### src/hdl/srtc_pkg.sv
// Package: shared types, register map codes and BCD helpers for the SPI RTC block.
`timescale 1ns / 1ps
package srtc_pkg;

    localparam int SRAM_DEPTH_DEF = 256;

    localparam logic [4:0] REG_SEC      = 5'h00;
    localparam logic [4:0] REG_MIN      = 5'h01;
    localparam logic [4:0] REG_HOUR     = 5'h02;
    localparam logic [4:0] REG_WDAY     = 5'h03;
    localparam logic [4:0] REG_MDAY     = 5'h04;
    localparam logic [4:0] REG_MONTH    = 5'h05;
    localparam logic [4:0] REG_YEAR     = 5'h06;
    localparam logic [4:0] REG_A1_SEC   = 5'h07;
    localparam logic [4:0] REG_A1_MIN   = 5'h08;
    localparam logic [4:0] REG_A1_HOUR  = 5'h09;
    localparam logic [4:0] REG_A1_DAY   = 5'h0A;
    localparam logic [4:0] REG_A2_MIN   = 5'h0B;
    localparam logic [4:0] REG_A2_HOUR  = 5'h0C;
    localparam logic [4:0] REG_A2_DAY   = 5'h0D;
    localparam logic [4:0] REG_CTRL     = 5'h0E;
    localparam logic [4:0] REG_STAT     = 5'h0F;
    localparam logic [4:0] REG_AGING    = 5'h10;
    localparam logic [4:0] REG_TEMP_MSB = 5'h11;
    localparam logic [4:0] REG_TEMP_LSB = 5'h12;
    localparam logic [4:0] REG_SRAM_PTR = 5'h18;
    localparam logic [4:0] REG_SRAM_DAT = 5'h19;

    localparam logic [6:0] ADDR_CLK_END  = 7'h13;
    localparam logic [6:0] ADDR_SRAM_PTR = 7'h18;
    localparam logic [6:0] ADDR_SRAM_DAT = 7'h19;

    localparam logic [7:0] TEMP_MSB_VAL = 8'h19;
    localparam logic [7:0] TEMP_LSB_VAL = 8'h40;
    localparam logic [7:0] UNUSED_BASE  = 8'h30;
    localparam logic [4:0] CTRL_RESET   = 5'b11100;
    localparam logic [7:0] STAT_RESET   = 8'b10001000;

    typedef struct packed {
        logic       mode;
        logic       first_byte;
        logic       last_byte;
        logic [7:0] spi_byte;
        logic [5:0] now_sec;
        logic [5:0] now_min;
        logic [4:0] now_hour;
        logic [2:0] now_weekday;
        logic [4:0] now_monthday;
        logic [3:0] now_month;
        logic [7:0] now_year;
    } t_item;

    typedef struct packed {
        logic [7:0] read_byte;
        logic [1:0] alarm_flags;
    } t_result;

    typedef struct packed {
        logic       en;
        logic [7:0] data;
    } t_sram_wr;

    function automatic logic [6:0] to_bcd(input logic [6:0] v);
        logic [3:0] tens;
        logic [7:0] ones;
        logic [7:0] sum;
        tens = 4'd0;
        for (int k = 1; k <= 12; k++) begin
            if (v >= 7'(k * 10)) begin
                tens = tens + 4'd1;
            end
        end
        ones = {1'b0, v} - ({4'd0, tens} * 8'd10);
        sum  = {tens, 4'd0} + ones;
        return sum[6:0];
    endfunction

    function automatic logic [6:0] hour_code(input logic [4:0] hr, input logic twelve);
        logic       pm;
        logic [4:0] h;
        logic [6:0] b;
        logic [6:0] res;
        pm = hr > 5'd11;
        h  = pm ? hr - 5'd12 : hr;
        if (h == 5'd0) begin
            h = 5'd12;
        end
        b = to_bcd({2'b0, h});
        if (!twelve) begin
            res = to_bcd({2'b0, hr}) & 7'h3f;
        end else begin
            res = {2'b0, b[4:0]} + (pm ? 7'h60 : 7'h40);
        end
        return res;
    endfunction

endpackage

### src/hdl/srtc_if.sv
// Request channel interfaces: input item and result item.
`timescale 1ns / 1ps
interface srtc_in_if;
    logic       valid;
    logic       ready;
    logic       mode;
    logic       first_byte;
    logic       last_byte;
    logic [7:0] spi_byte;
    logic [5:0] now_sec;
    logic [5:0] now_min;
    logic [4:0] now_hour;
    logic [2:0] now_weekday;
    logic [4:0] now_monthday;
    logic [3:0] now_month;
    logic [7:0] now_year;

    modport source (output valid, mode, first_byte, last_byte, spi_byte, now_sec, now_min,
                    now_hour, now_weekday, now_monthday, now_month, now_year,
                    input ready);
    modport sink (input valid, mode, first_byte, last_byte, spi_byte, now_sec, now_min,
                  now_hour, now_weekday, now_monthday, now_month, now_year,
                  output ready);
endinterface

interface srtc_out_if;
    logic       valid;
    logic       ready;
    logic [7:0] read_byte;
    logic [1:0] alarm_flags;

    modport source (output valid, read_byte, alarm_flags, input ready);
    modport sink (input valid, read_byte, alarm_flags, output ready);
endinterface

### src/hdl/srtc_ram.sv
// Generic single-port-write, registered-read RAM.
`timescale 1ns / 1ps
module srtc_ram #(
    parameter int WIDTH = 8,
    parameter int DEPTH = 256,
    parameter int AW    = $clog2(DEPTH)
) (
    input  logic             i_clk,
    input  logic             i_we,
    input  logic [AW-1:0]    i_waddr,
    input  logic [WIDTH-1:0] i_wdata,
    input  logic             i_re,
    input  logic [AW-1:0]    i_raddr,
    output logic [WIDTH-1:0] o_rdata
);
    logic [WIDTH-1:0] r_mem [DEPTH];
    logic [WIDTH-1:0] r_q;

    always_ff @(posedge i_clk) begin
        if (i_we) begin
            r_mem[i_waddr] <= i_wdata;
        end
        if (i_re) begin
            r_q <= r_mem[i_raddr];
        end
    end

    assign o_rdata = r_q;
endmodule

### src/hdl/srtc_core.sv
// Register file, alarm match and SPI byte decode; state updates on each fired request.
`timescale 1ns / 1ps
module srtc_core #(
    parameter int SRAM_DEPTH = srtc_pkg::SRAM_DEPTH_DEF,
    parameter int AW         = $clog2(SRAM_DEPTH)
) (
    input  logic                i_clk,
    input  logic                i_rst_n,
    input  logic                i_fire,
    input  srtc_pkg::t_item     i_item,
    input  logic [7:0]          i_sram_q,
    output srtc_pkg::t_result   o_res,
    output srtc_pkg::t_sram_wr  o_sram_wr,
    output logic [AW-1:0]       o_wr_idx,
    output logic [AW-1:0]       o_rd_idx
);
    import srtc_pkg::*;

    logic [AW-1:0] mod_tab [256];
    for (genvar g = 0; g < 256; g++) begin : g_mod
        assign mod_tab[g] = AW'(g % SRAM_DEPTH);
    end

    logic [5:0] r_sec, n_sec, r_min, n_min;
    logic [4:0] r_hour, n_hour;
    logic [2:0] r_wday, n_wday;
    logic [4:0] r_mday, n_mday;
    logic [3:0] r_month, n_month;
    logic [7:0] r_year, n_year;
    logic       r_twelve, n_twelve;
    logic [7:0] r_alarm [7];
    logic [7:0] n_alarm [7];
    logic [4:0] r_ctrl, n_ctrl;
    logic [7:0] r_stat, n_stat;
    logic [7:0] r_aging, n_aging;
    logic [7:0] r_ptr, n_ptr;
    logic [6:0] r_cmd_addr, n_cmd_addr;
    logic       r_cmd_wr, n_cmd_wr;
    logic [4:0] r_cur, n_cur;
    logic [5:0] r_cnt, n_cnt;

    logic       acc_en, acc_wr;
    logic [4:0] acc_reg;
    logic [7:0] rb;
    logic       a1, a2;
    logic [6:0] hc_new;
    logic [1:0] cent;
    logic [7:0] yrem;
    logic [3:0] ytens;
    logic [7:0] yones;
    logic [7:0] b;
    logic [AW-1:0] cur_idx;

    assign hc_new  = hour_code(i_item.now_hour, r_twelve);
    assign b       = i_item.spi_byte;
    assign cur_idx = mod_tab[r_ptr];

    always_comb begin
        cent = (r_year >= 8'd200) ? 2'd2 : (r_year >= 8'd100) ? 2'd1 : 2'd0;
        yrem = r_year - ({6'd0, cent} * 8'd100);
        ytens = 4'd0;
        for (int k = 1; k <= 9; k++) begin
            if (yrem >= 8'(k * 10)) begin
                ytens = ytens + 4'd1;
            end
        end
        yones = yrem - ({4'd0, ytens} * 8'd10);
    end

    always_comb begin
        if (r_alarm[0][7]) begin
            a1 = r_sec != i_item.now_sec;
        end else if (r_alarm[1][7]) begin
            a1 = r_alarm[0][6:0] == to_bcd({1'b0, i_item.now_sec});
        end else if (r_alarm[2][7]) begin
            a1 = r_alarm[1][6:0] == to_bcd({1'b0, i_item.now_min});
        end else if (r_alarm[3][7]) begin
            a1 = r_alarm[2][6:0] == hc_new;
        end else if (r_alarm[3][6]) begin
            a1 = r_alarm[3][5:0] == {2'b0, 4'({1'b0, i_item.now_weekday} + 4'd1)};
        end else begin
            a1 = r_alarm[3][5:0] == (to_bcd({2'b0, i_item.now_monthday}) & 7'h3f);
        end
        if (r_alarm[4][7]) begin
            a2 = r_min != i_item.now_min;
        end else if (r_alarm[5][7]) begin
            a2 = r_alarm[4][6:0] == to_bcd({1'b0, i_item.now_min});
        end else if (r_alarm[6][7]) begin
            a2 = r_alarm[5][6:0] == hc_new;
        end else if (r_alarm[6][6]) begin
            a2 = r_alarm[6][5:0] == {2'b0, 4'({1'b0, i_item.now_weekday} + 4'd1)};
        end else begin
            a2 = r_alarm[6][5:0] == (to_bcd({2'b0, i_item.now_monthday}) & 7'h3f);
        end
    end

    always_comb begin
        n_sec = r_sec; n_min = r_min; n_hour = r_hour; n_wday = r_wday;
        n_mday = r_mday; n_month = r_month; n_year = r_year; n_twelve = r_twelve;
        n_alarm = r_alarm; n_ctrl = r_ctrl; n_stat = r_stat; n_aging = r_aging;
        n_ptr = r_ptr; n_cmd_addr = r_cmd_addr; n_cmd_wr = r_cmd_wr;
        n_cur = r_cur; n_cnt = r_cnt;
        acc_en = 1'b0; acc_wr = 1'b0; acc_reg = REG_SEC; rb = 8'd0;

        if (!i_item.mode) begin
            n_sec   = i_item.now_sec;
            n_min   = i_item.now_min;
            n_hour  = i_item.now_hour;
            n_wday  = i_item.now_weekday;
            n_mday  = i_item.now_monthday;
            n_month = i_item.now_month;
            n_year  = i_item.now_year;
            n_stat  = r_stat | {6'd0, a2, a1};
        end else if (i_item.first_byte) begin
            n_cmd_addr = b[6:0];
            n_cmd_wr   = b[7];
            n_cnt      = 6'd0;
            n_cur      = 5'd0;
            if (b[6:0] < ADDR_CLK_END) begin
                n_cur = b[4:0];
                if (!b[7] && i_item.last_byte) begin
                    acc_en = 1'b1; acc_reg = b[4:0];
                end
            end else if (b[6:0] == ADDR_SRAM_PTR || b[6:0] == ADDR_SRAM_DAT) begin
                if (!b[7] && i_item.last_byte) begin
                    acc_en = 1'b1; acc_reg = b[4:0];
                end
            end else begin
                rb = UNUSED_BASE;
            end
        end else begin
            n_cnt = r_cnt + 6'd1;
            if (r_cmd_addr < ADDR_CLK_END) begin
                acc_en = 1'b1; acc_reg = r_cur; acc_wr = r_cmd_wr;
                n_cur  = (r_cur == REG_TEMP_LSB) ? REG_SEC : r_cur + 5'd1;
            end else if (r_cmd_addr == ADDR_SRAM_PTR) begin
                if (r_cur == 5'd0) begin
                    n_cur  = 5'd1;
                    acc_en = 1'b1; acc_reg = REG_SRAM_PTR; acc_wr = r_cmd_wr;
                end
            end else if (r_cmd_addr == ADDR_SRAM_DAT) begin
                acc_en = 1'b1; acc_reg = REG_SRAM_DAT; acc_wr = r_cmd_wr;
            end else begin
                rb = UNUSED_BASE + {2'b0, n_cnt};
            end
        end

        if (acc_en) begin
            unique case (acc_reg)
                REG_SEC:   rb = acc_wr ? b : {1'b0, to_bcd({1'b0, r_sec})};
                REG_MIN:   rb = acc_wr ? b : {1'b0, to_bcd({1'b0, r_min})};
                REG_HOUR: begin
                    if (acc_wr) begin
                        n_twelve = b[6];
                        rb = b;
                    end else begin
                        rb = {1'b0, hour_code(r_hour, r_twelve)};
                    end
                end
                REG_WDAY:  rb = acc_wr ? b : {5'd0, r_wday} + 8'd1;
                REG_MDAY:  rb = acc_wr ? b : {1'b0, to_bcd({2'b0, r_mday}) & 7'h3f};
                REG_MONTH: rb = acc_wr ? b :
                    {cent[0], 7'd0} + {1'b0, to_bcd(7'({3'b0, r_month} + 7'd1)) & 7'h1f};
                REG_YEAR:  rb = acc_wr ? b : {ytens, 4'd0} + yones;
                REG_A1_SEC, REG_A1_MIN, REG_A1_HOUR, REG_A1_DAY,
                REG_A2_MIN, REG_A2_HOUR, REG_A2_DAY: begin
                    if (acc_wr) begin
                        n_alarm[3'(acc_reg - REG_A1_SEC)] = b;
                        rb = b;
                    end else begin
                        rb = r_alarm[3'(acc_reg - REG_A1_SEC)];
                    end
                end
                REG_CTRL: begin
                    if (acc_wr) begin
                        n_ctrl = b[4:0];
                        rb = b;
                    end else begin
                        rb = {3'd0, r_ctrl};
                    end
                end
                REG_STAT: begin
                    if (acc_wr) begin
                        n_stat = (r_stat & 8'hf7) | (b & 8'h08);
                        if (!b[1]) n_stat[1] = 1'b0;
                        if (!b[0]) n_stat[0] = 1'b0;
                    end
                    rb = n_stat;
                end
                REG_AGING: begin
                    if (acc_wr) n_aging = b;
                    rb = acc_wr ? b : r_aging;
                end
                REG_TEMP_MSB: rb = TEMP_MSB_VAL;
                REG_TEMP_LSB: rb = TEMP_LSB_VAL;
                REG_SRAM_PTR: begin
                    if (acc_wr) n_ptr = b;
                    rb = acc_wr ? b : r_ptr;
                end
                REG_SRAM_DAT: begin
                    rb    = acc_wr ? b : i_sram_q;
                    n_ptr = (cur_idx == AW'(SRAM_DEPTH - 1)) ? 8'd0 : 8'(cur_idx) + 8'd1;
                end
                default: rb = 8'd0;
            endcase
        end
    end

    always_ff @(posedge i_clk) begin
        if (!i_rst_n) begin
            r_sec <= '0; r_min <= '0; r_hour <= '0; r_wday <= '0;
            r_mday <= 5'd1; r_month <= '0; r_year <= '0; r_twelve <= 1'b0;
            for (int k = 0; k < 7; k++) r_alarm[k] <= '0;
            r_ctrl <= CTRL_RESET; r_stat <= STAT_RESET; r_aging <= '0;
            r_ptr <= '0; r_cmd_addr <= '0; r_cmd_wr <= 1'b0; r_cur <= '0; r_cnt <= '0;
        end else if (i_fire) begin
            r_sec <= n_sec; r_min <= n_min; r_hour <= n_hour; r_wday <= n_wday;
            r_mday <= n_mday; r_month <= n_month; r_year <= n_year; r_twelve <= n_twelve;
            r_alarm <= n_alarm;
            r_ctrl <= n_ctrl; r_stat <= n_stat; r_aging <= n_aging;
            r_ptr <= n_ptr; r_cmd_addr <= n_cmd_addr; r_cmd_wr <= n_cmd_wr;
            r_cur <= n_cur; r_cnt <= n_cnt;
        end
    end

    assign o_res.read_byte   = rb;
    assign o_res.alarm_flags = n_stat[1:0];
    assign o_sram_wr.en      = i_fire && acc_en && acc_wr && (acc_reg == REG_SRAM_DAT);
    assign o_sram_wr.data    = b;
    assign o_wr_idx          = cur_idx;
    assign o_rd_idx          = mod_tab[i_fire ? n_ptr : r_ptr];
endmodule

### src/hdl/spi_rtc_register_file_with_alarms.sv
// Top level: input register, register-file core, SRAM and result register.
//
//  channel   dir  payload                                            accepted when
//  i_in      in   mode, first/last_byte, spi_byte, now_* time        valid & ready
//  o_out     out  read_byte, alarm_flags                             valid & ready
//
// One request per cycle unless o_out stalls; registers: input, then result.
// The SRAM read is issued as a request enters the input register, with the pointer
// forwarded from the request being retired and a write-to-read bypass.
// Synchronous active-low reset clears control state; the SRAM needs no clearing pass.
// A stalled result register holds the input register; ready drops only when both are full.
`timescale 1ns / 1ps
module spi_rtc_register_file_with_alarms #(
    parameter int SRAM_DEPTH = srtc_pkg::SRAM_DEPTH_DEF
) (
    input  logic        i_clk,
    input  logic        i_rst_n,
    srtc_in_if.sink     i_in,
    srtc_out_if.source  o_out
);
    import srtc_pkg::*;

    localparam int AW = $clog2(SRAM_DEPTH);

    logic      r_sv;
    t_item     r_item;
    logic      r_ov;
    t_result   r_res;
    logic      r_byp_v;
    logic [7:0] r_byp_d;

    logic      out_free, fire, accept;
    t_result   res;
    t_sram_wr  sram_wr;
    logic [AW-1:0] wr_idx, rd_idx;
    logic [7:0] ram_q, sram_q;

    assign out_free   = !r_ov || o_out.ready;
    assign fire       = r_sv && out_free;
    assign i_in.ready = !r_sv || fire;
    assign accept     = i_in.valid && i_in.ready;
    assign sram_q     = r_byp_v ? r_byp_d : ram_q;

    srtc_core #(.SRAM_DEPTH(SRAM_DEPTH), .AW(AW)) u_core (
        .i_clk     (i_clk),
        .i_rst_n   (i_rst_n),
        .i_fire    (fire),
        .i_item    (r_item),
        .i_sram_q  (sram_q),
        .o_res     (res),
        .o_sram_wr (sram_wr),
        .o_wr_idx  (wr_idx),
        .o_rd_idx  (rd_idx)
    );

    srtc_ram #(.WIDTH(8), .DEPTH(SRAM_DEPTH), .AW(AW)) u_sram (
        .i_clk   (i_clk),
        .i_we    (sram_wr.en),
        .i_waddr (wr_idx),
        .i_wdata (sram_wr.data),
        .i_re    (accept),
        .i_raddr (rd_idx),
        .o_rdata (ram_q)
    );

    always_ff @(posedge i_clk) begin
        if (!i_rst_n) begin
            r_sv    <= 1'b0;
            r_ov    <= 1'b0;
            r_byp_v <= 1'b0;
        end else begin
            if (accept) begin
                r_sv    <= 1'b1;
                r_byp_v <= sram_wr.en && (wr_idx == rd_idx);
            end else if (fire) begin
                r_sv <= 1'b0;
            end
            if (fire) begin
                r_ov <= 1'b1;
            end else if (o_out.ready) begin
                r_ov <= 1'b0;
            end
        end
    end

    always_ff @(posedge i_clk) begin
        if (accept) begin
            r_byp_d             <= sram_wr.data;
            r_item.mode         <= i_in.mode;
            r_item.first_byte   <= i_in.first_byte;
            r_item.last_byte    <= i_in.last_byte;
            r_item.spi_byte     <= i_in.spi_byte;
            r_item.now_sec      <= i_in.now_sec;
            r_item.now_min      <= i_in.now_min;
            r_item.now_hour     <= i_in.now_hour;
            r_item.now_weekday  <= i_in.now_weekday;
            r_item.now_monthday <= i_in.now_monthday;
            r_item.now_month    <= i_in.now_month;
            r_item.now_year     <= i_in.now_year;
        end
        if (fire) begin
            r_res <= res;
        end
    end

    assign o_out.valid       = r_ov;
    assign o_out.read_byte   = r_res.read_byte;
    assign o_out.alarm_flags = r_res.alarm_flags;

    a_fire_fills_out: assert property (@(posedge i_clk) disable iff (!i_rst_n)
        fire |=> r_ov)
        else $error("retired request did not reach result register");
    a_stall_holds: assert property (@(posedge i_clk) disable iff (!i_rst_n)
        (r_sv && !out_free) |=> (r_sv && $stable(r_item)))
        else $error("input register lost a stalled request");
    a_ram_we_fire: assert property (@(posedge i_clk) disable iff (!i_rst_n)
        sram_wr.en |-> fire)
        else $error("SRAM write without a retiring request");
endmodule

### src/flat_wrapper.sv
// flat-port wrapper written by rule: the top's interface ports become plain ports
module spi_rtc_register_file_with_alarms_flat import srtc_pkg::*;
#(
    parameter int SRAM_DEPTH = srtc_pkg::SRAM_DEPTH_DEF
)
  (i_clk, i_rst_n, i_in_valid, i_in_mode, i_in_first_byte, i_in_last_byte, i_in_spi_byte, i_in_now_sec, i_in_now_min, i_in_now_hour, i_in_now_weekday, i_in_now_monthday, i_in_now_month, i_in_now_year, i_in_ready, o_out_valid, o_out_read_byte, o_out_alarm_flags, o_out_ready);
  srtc_in_if i_in_i ();
  srtc_out_if o_out_i ();
  input  logic i_clk;
  input  logic i_rst_n;
  input wire logic [$bits(i_in_i.valid)-1:0] i_in_valid;
  input wire logic [$bits(i_in_i.mode)-1:0] i_in_mode;
  input wire logic [$bits(i_in_i.first_byte)-1:0] i_in_first_byte;
  input wire logic [$bits(i_in_i.last_byte)-1:0] i_in_last_byte;
  input wire logic [$bits(i_in_i.spi_byte)-1:0] i_in_spi_byte;
  input wire logic [$bits(i_in_i.now_sec)-1:0] i_in_now_sec;
  input wire logic [$bits(i_in_i.now_min)-1:0] i_in_now_min;
  input wire logic [$bits(i_in_i.now_hour)-1:0] i_in_now_hour;
  input wire logic [$bits(i_in_i.now_weekday)-1:0] i_in_now_weekday;
  input wire logic [$bits(i_in_i.now_monthday)-1:0] i_in_now_monthday;
  input wire logic [$bits(i_in_i.now_month)-1:0] i_in_now_month;
  input wire logic [$bits(i_in_i.now_year)-1:0] i_in_now_year;
  output wire logic [$bits(i_in_i.ready)-1:0] i_in_ready;
  output wire logic [$bits(o_out_i.valid)-1:0] o_out_valid;
  output wire logic [$bits(o_out_i.read_byte)-1:0] o_out_read_byte;
  output wire logic [$bits(o_out_i.alarm_flags)-1:0] o_out_alarm_flags;
  input wire logic [$bits(o_out_i.ready)-1:0] o_out_ready;
  assign i_in_i.valid = i_in_valid;
  assign i_in_i.mode = i_in_mode;
  assign i_in_i.first_byte = i_in_first_byte;
  assign i_in_i.last_byte = i_in_last_byte;
  assign i_in_i.spi_byte = i_in_spi_byte;
  assign i_in_i.now_sec = i_in_now_sec;
  assign i_in_i.now_min = i_in_now_min;
  assign i_in_i.now_hour = i_in_now_hour;
  assign i_in_i.now_weekday = i_in_now_weekday;
  assign i_in_i.now_monthday = i_in_now_monthday;
  assign i_in_i.now_month = i_in_now_month;
  assign i_in_i.now_year = i_in_now_year;
  assign i_in_ready = i_in_i.ready;
  assign o_out_valid = o_out_i.valid;
  assign o_out_read_byte = o_out_i.read_byte;
  assign o_out_alarm_flags = o_out_i.alarm_flags;
  assign o_out_i.ready = o_out_ready;
  spi_rtc_register_file_with_alarms #(.SRAM_DEPTH(SRAM_DEPTH)) u_core (.i_clk(i_clk), .i_rst_n(i_rst_n), .i_in(i_in_i), .o_out(o_out_i));
endmodule
### config.mk
export PLATFORM = sky130hd
export DESIGN_NAME = spi_rtc_register_file_with_alarms_flat
export DESIGN_NICKNAME = d
export VERILOG_FILES = /design/src/hdl/srtc_pkg.sv /design/src/hdl/srtc_if.sv /design/src/hdl/srtc_ram.sv /design/src/hdl/srtc_core.sv /design/src/hdl/spi_rtc_register_file_with_alarms.sv /design/src/flat_wrapper.sv
export SDC_FILE = /design/constraint.sdc
export NUM_CORES = 2
export LEC_CHECK = 0
export BUFFER_PORTS_ARGS = -buffer_cell sky130_fd_sc_hd__buf_4
export CORE_ASPECT_RATIO = 0.8
export CORE_MARGIN = 4
export CORE_UTILIZATION = 35
export CTS_CLUSTER_DIAMETER = 100
export DETAILED_ROUTE_END_ITERATION = 16
export SLEW_MARGIN = 30
export SYNTH_ARGS = -nofsm -noshare
export SYNTH_HDL_FRONTEND = slang
export SYNTH_SLANG_ARGS = --single-unit
export TNS_END_PERCENT = 5
### constraint.sdc
create_clock -name i_clk -period 9.5 [get_ports i_clk]
set_input_delay 2.375 -clock i_clk [delete_from_list [all_inputs] [get_ports i_clk]]
set_output_delay 2.375 -clock i_clk [all_outputs]
set_load 0.05 [all_outputs]
==> metrics.md <==
| Metric | Value |
|---|---|
| Run status | complete, no violations |
| Most common library cells after synthesis | edfxtp_1, nand2_1, nand3_1 |
| Area added between synthesis and finish | 13.3% |
| I/O Buffers | 63 |
| Post-Syn Area | 97900 um^2 |
| Fin nets | 8020 |
| Synth unique cells | 101 |
| CTS tree | done |
| Count leader, synth | edfxtp_1 |
| Total clock sinks | 2262 |
| WL/cell | 24.6 um |
| Largest net degree at the start of global routing | 196 |
| Crit Path Max Fanout | 4 |
| Clock skew | 0.0717 ns |
| Slew headroom | 18.5% |
| Drt total wl | 285000 um |
| Slowest CP cell | fa_1 |
| Row count | 173 |
| Top FF cell, synth | edfxtp_1 |
| Core area | 278000 um^2 |
| Hold Path Stages | 2 |
| Crit path time final | 9.42 ns |
| Hold Crit Class | reg -> reg |
| DRT Pass-1 Iters | 10 |
| IO Count | 64 |
| Initial antenna violation count | 9 |
| Chip height | 481 um |
| Syn Nets | 7949 |
| Slew Viols, Final | 0 |
| Post-Syn Area per Cell | 12.7 um^2 |
| Antenna viol nets, final | 0 |
| Slew at the pin closest to its max-slew limit | 1.21 ns |
| Seq cells post-synth | 2262 |
| Leak Pwr | 38.3 nW |
| Post-synth EDFFs | 2122 |
| Vias/cell | 5.53 |
| Final Hold Fails | 0 |
| Root Buffer Master | clkbuf_16 |
| Max Cap Viol | 0 |
| Ys Warns | 0 |
| Finished Core Util | 39.9% |
| Startpoint types | register |
| Vias post-DR | 64300 |
| Fmax | 0.106 GHz |
| Die area | 288000 um^2 |
| RSZ-0062 raised after global routing | yes |
| Filler cell count | 25800 |
| # DRC | 0 |
| R2R cell count | 46 |
| Multi-input gate area | 29100 um^2 |
| Synth top area cells | edfxtp_1, nand2_1, mux2i_1 |
| Synth area leader | edfxtp_1 |
| Crit path kind | reg -> reg |
| CP max stage delay | 0.59 ns |
| Layout cell share with drive strength beyond 1 | 9.76% |
| Mapped Cells | 7698 |
| Post-detail-place hpwl | 175000 um |
| Die W | 599 um |
| Setup TNS | 0 ns |
| Vias in the first global route | 61200 |
| Initial core utilization | 35.2% |
| Cell Pwr Density | 215 nW/um^2 |
| H-tree level count | 4 |
| Skew-Pair Late Insertion Delay | 0.88 ns |
| Req. time, crit path | 10.09 ns |
| GP Congestion | 0.901 |
| First-pass GRT wire length | 418000 um |
| Seq/Total Area, Yosys | 68.0% |
| GRT Overall Usage | 19.2% |
| Peak supply drop | 0.274 mV |
| DR iter-0 viols | 8194 |
| Pwr Total | 23.9 mW |
| Top cell type's share of synthesized area | 65.1% |
| Clock-pin transition on the worst setup and hold timing paths | 0.06 ns |
| Setup crit end kind | register |
| Storage element area | 66500 um^2 |
| Inserted Clock Buffers | 221 |
| CP arrival | 10.01 ns |
| Final Cycle Share | 99.2% |
| Clock buffer depth | 4 |
| Total grt overflow | 0 |
| Asr flop ratio synth | 0% |
| Final setup vio count | 0 |
-- metrics by stage --
step,worst slack (ns),std cells,instance area (um^2),hold WS (ns)
floorplan,0.0571,7698,97900,0.440
global placement,-0.246,11200,103000,0.453
detailed placement,-0.282,11200,103000,0.462
CTS,-0.0000746,11600,110000,0.476
global route,-0.314,11600,111000,0.502
finish,0.0792,11600,111000,0.474
-- layer usage --
metal	global-route usage, %	up-vias	share of wire (%)	routed length, um
li1	-	28500	-	-
met2	28.2	3087	43	124000
met4	4.75	10	2.4	6930
met1	29.0	32200	45	127000
met5	0	-	0.026	75
met3	3.62	442	9.5	27100
-- final cells by class --
class	count	share of cell area, %
sequential	2262	60.0
multi-input combinational	4803	26.3
clock buffer	260	5.20
tap	3675	4.15
timing repair buffer	318	2.63
clock inverter	135	1.18
inverter	163	0.555
antenna	3	0.00677
-- timing repair --
action,in CTS,in global routing
gates resized for setup,9,59
setup endpoints to repair,2,4
pin swaps,8,39
gates cloned,0,0
setup buffers,8,11
hold buffers,0,0
-- sequential cells by signal, indices dropped and copies added, names as in the netlist, 6 cells and up --
name / cells
u_core.r_byp_d: 8
u_core.u_core.r_alarm: 56
u_core.u_core.r_cnt: 6
u_core.u_core.r_year: 8
u_core.u_sram.r_mem: 2048
u_core.u_sram.o_rdata: 8
u_core.u_core.r_sec: 6
u_core.o_out.read_byte: 8
u_core.u_core.r_min: 6
u_core.u_core.r_ptr: 8
u_core.u_core.r_cmd_addr: 7
u_core.r_item: 48
u_core.u_core.r_aging: 8
-- cell usage in the layout (no fill, tap or decap), types with 17 or more instances in the layout --
master and count:
edfxtp_1 2122, nand2_1 1744, nand3_1 536, mux2i_1 381, nor2_1 373, buf_4 271
nand4_1 262, a32oi_1 242, clkbuf_16 222, inv_1 155, ha_1 151, dfxtp_1 137
xnor2_1 122, a21oi_1 105, nor2b_1 98, o21ai_0 65, xor2_1 60, a31oi_1 55
nor3_1 54, and3_1 52, clkinv_1 47, a21boi_0 46, clkinv_2 44, fa_1 39
buf_12 33, clkbuf_1 31, a21o_1 27, bufinv_16 23, o22ai_1 21, o211ai_1 19
nor4_1 19, a222oi_1 17
-- cell families (layout without fill, tap and decap cells) --
family | after synthesis | in the layout | share of synthesized area, %
other cells | 1 | 4 | 0.00383
fa+ha+maj | 199 | 199 | 2.85
flops | 2262 | 2262 | 68.0
mux | 396 | 396 | 4.14
buf+inv | 633 | 876 | 2.79
compound gates | 754 | 754 | 5.78
xor+xnor | 193 | 193 | 1.77
simple gates | 3260 | 3260 | 14.7
-- path summary, 6_finish.rpt --
kind / end / startpoint / slack (ns)
max: u_core.o_out.read_byte[6] / u_core.u_core.r_year[3] / 0.08
min: u_core.u_core.r_mday[0] / u_core.u_core.r_mday[0] / 0.47
max reg2reg: u_core.o_out.read_byte[6] / u_core.u_core.r_year[3] / 0.08
min reg2reg: u_core.u_core.r_mday[0] / u_core.u_core.r_mday[0] / 0.47
-- critical path: cells and delay by family, from the launching register on --
kind	cells	cell delay, ns
AOI/OAI and AO/OA	14	2.02
xor gates and xnor gates	5	0.93
adders and majority gates	10	2.97
buffers and inverters	7	0.69
DFF	1	0.32
and+or+nand+nor	10	2.24
-- where the power goes --
group / switching (mW) / internal [mW] / leakage (nW)
combinational: 2.38 / 1.78 / 14.6
sequential: 0.0446 / 10.9 / 20.3
clock: 3.81 / 4.95 / 3.46
No activity file was read; power rests on OpenSTA's default activity.
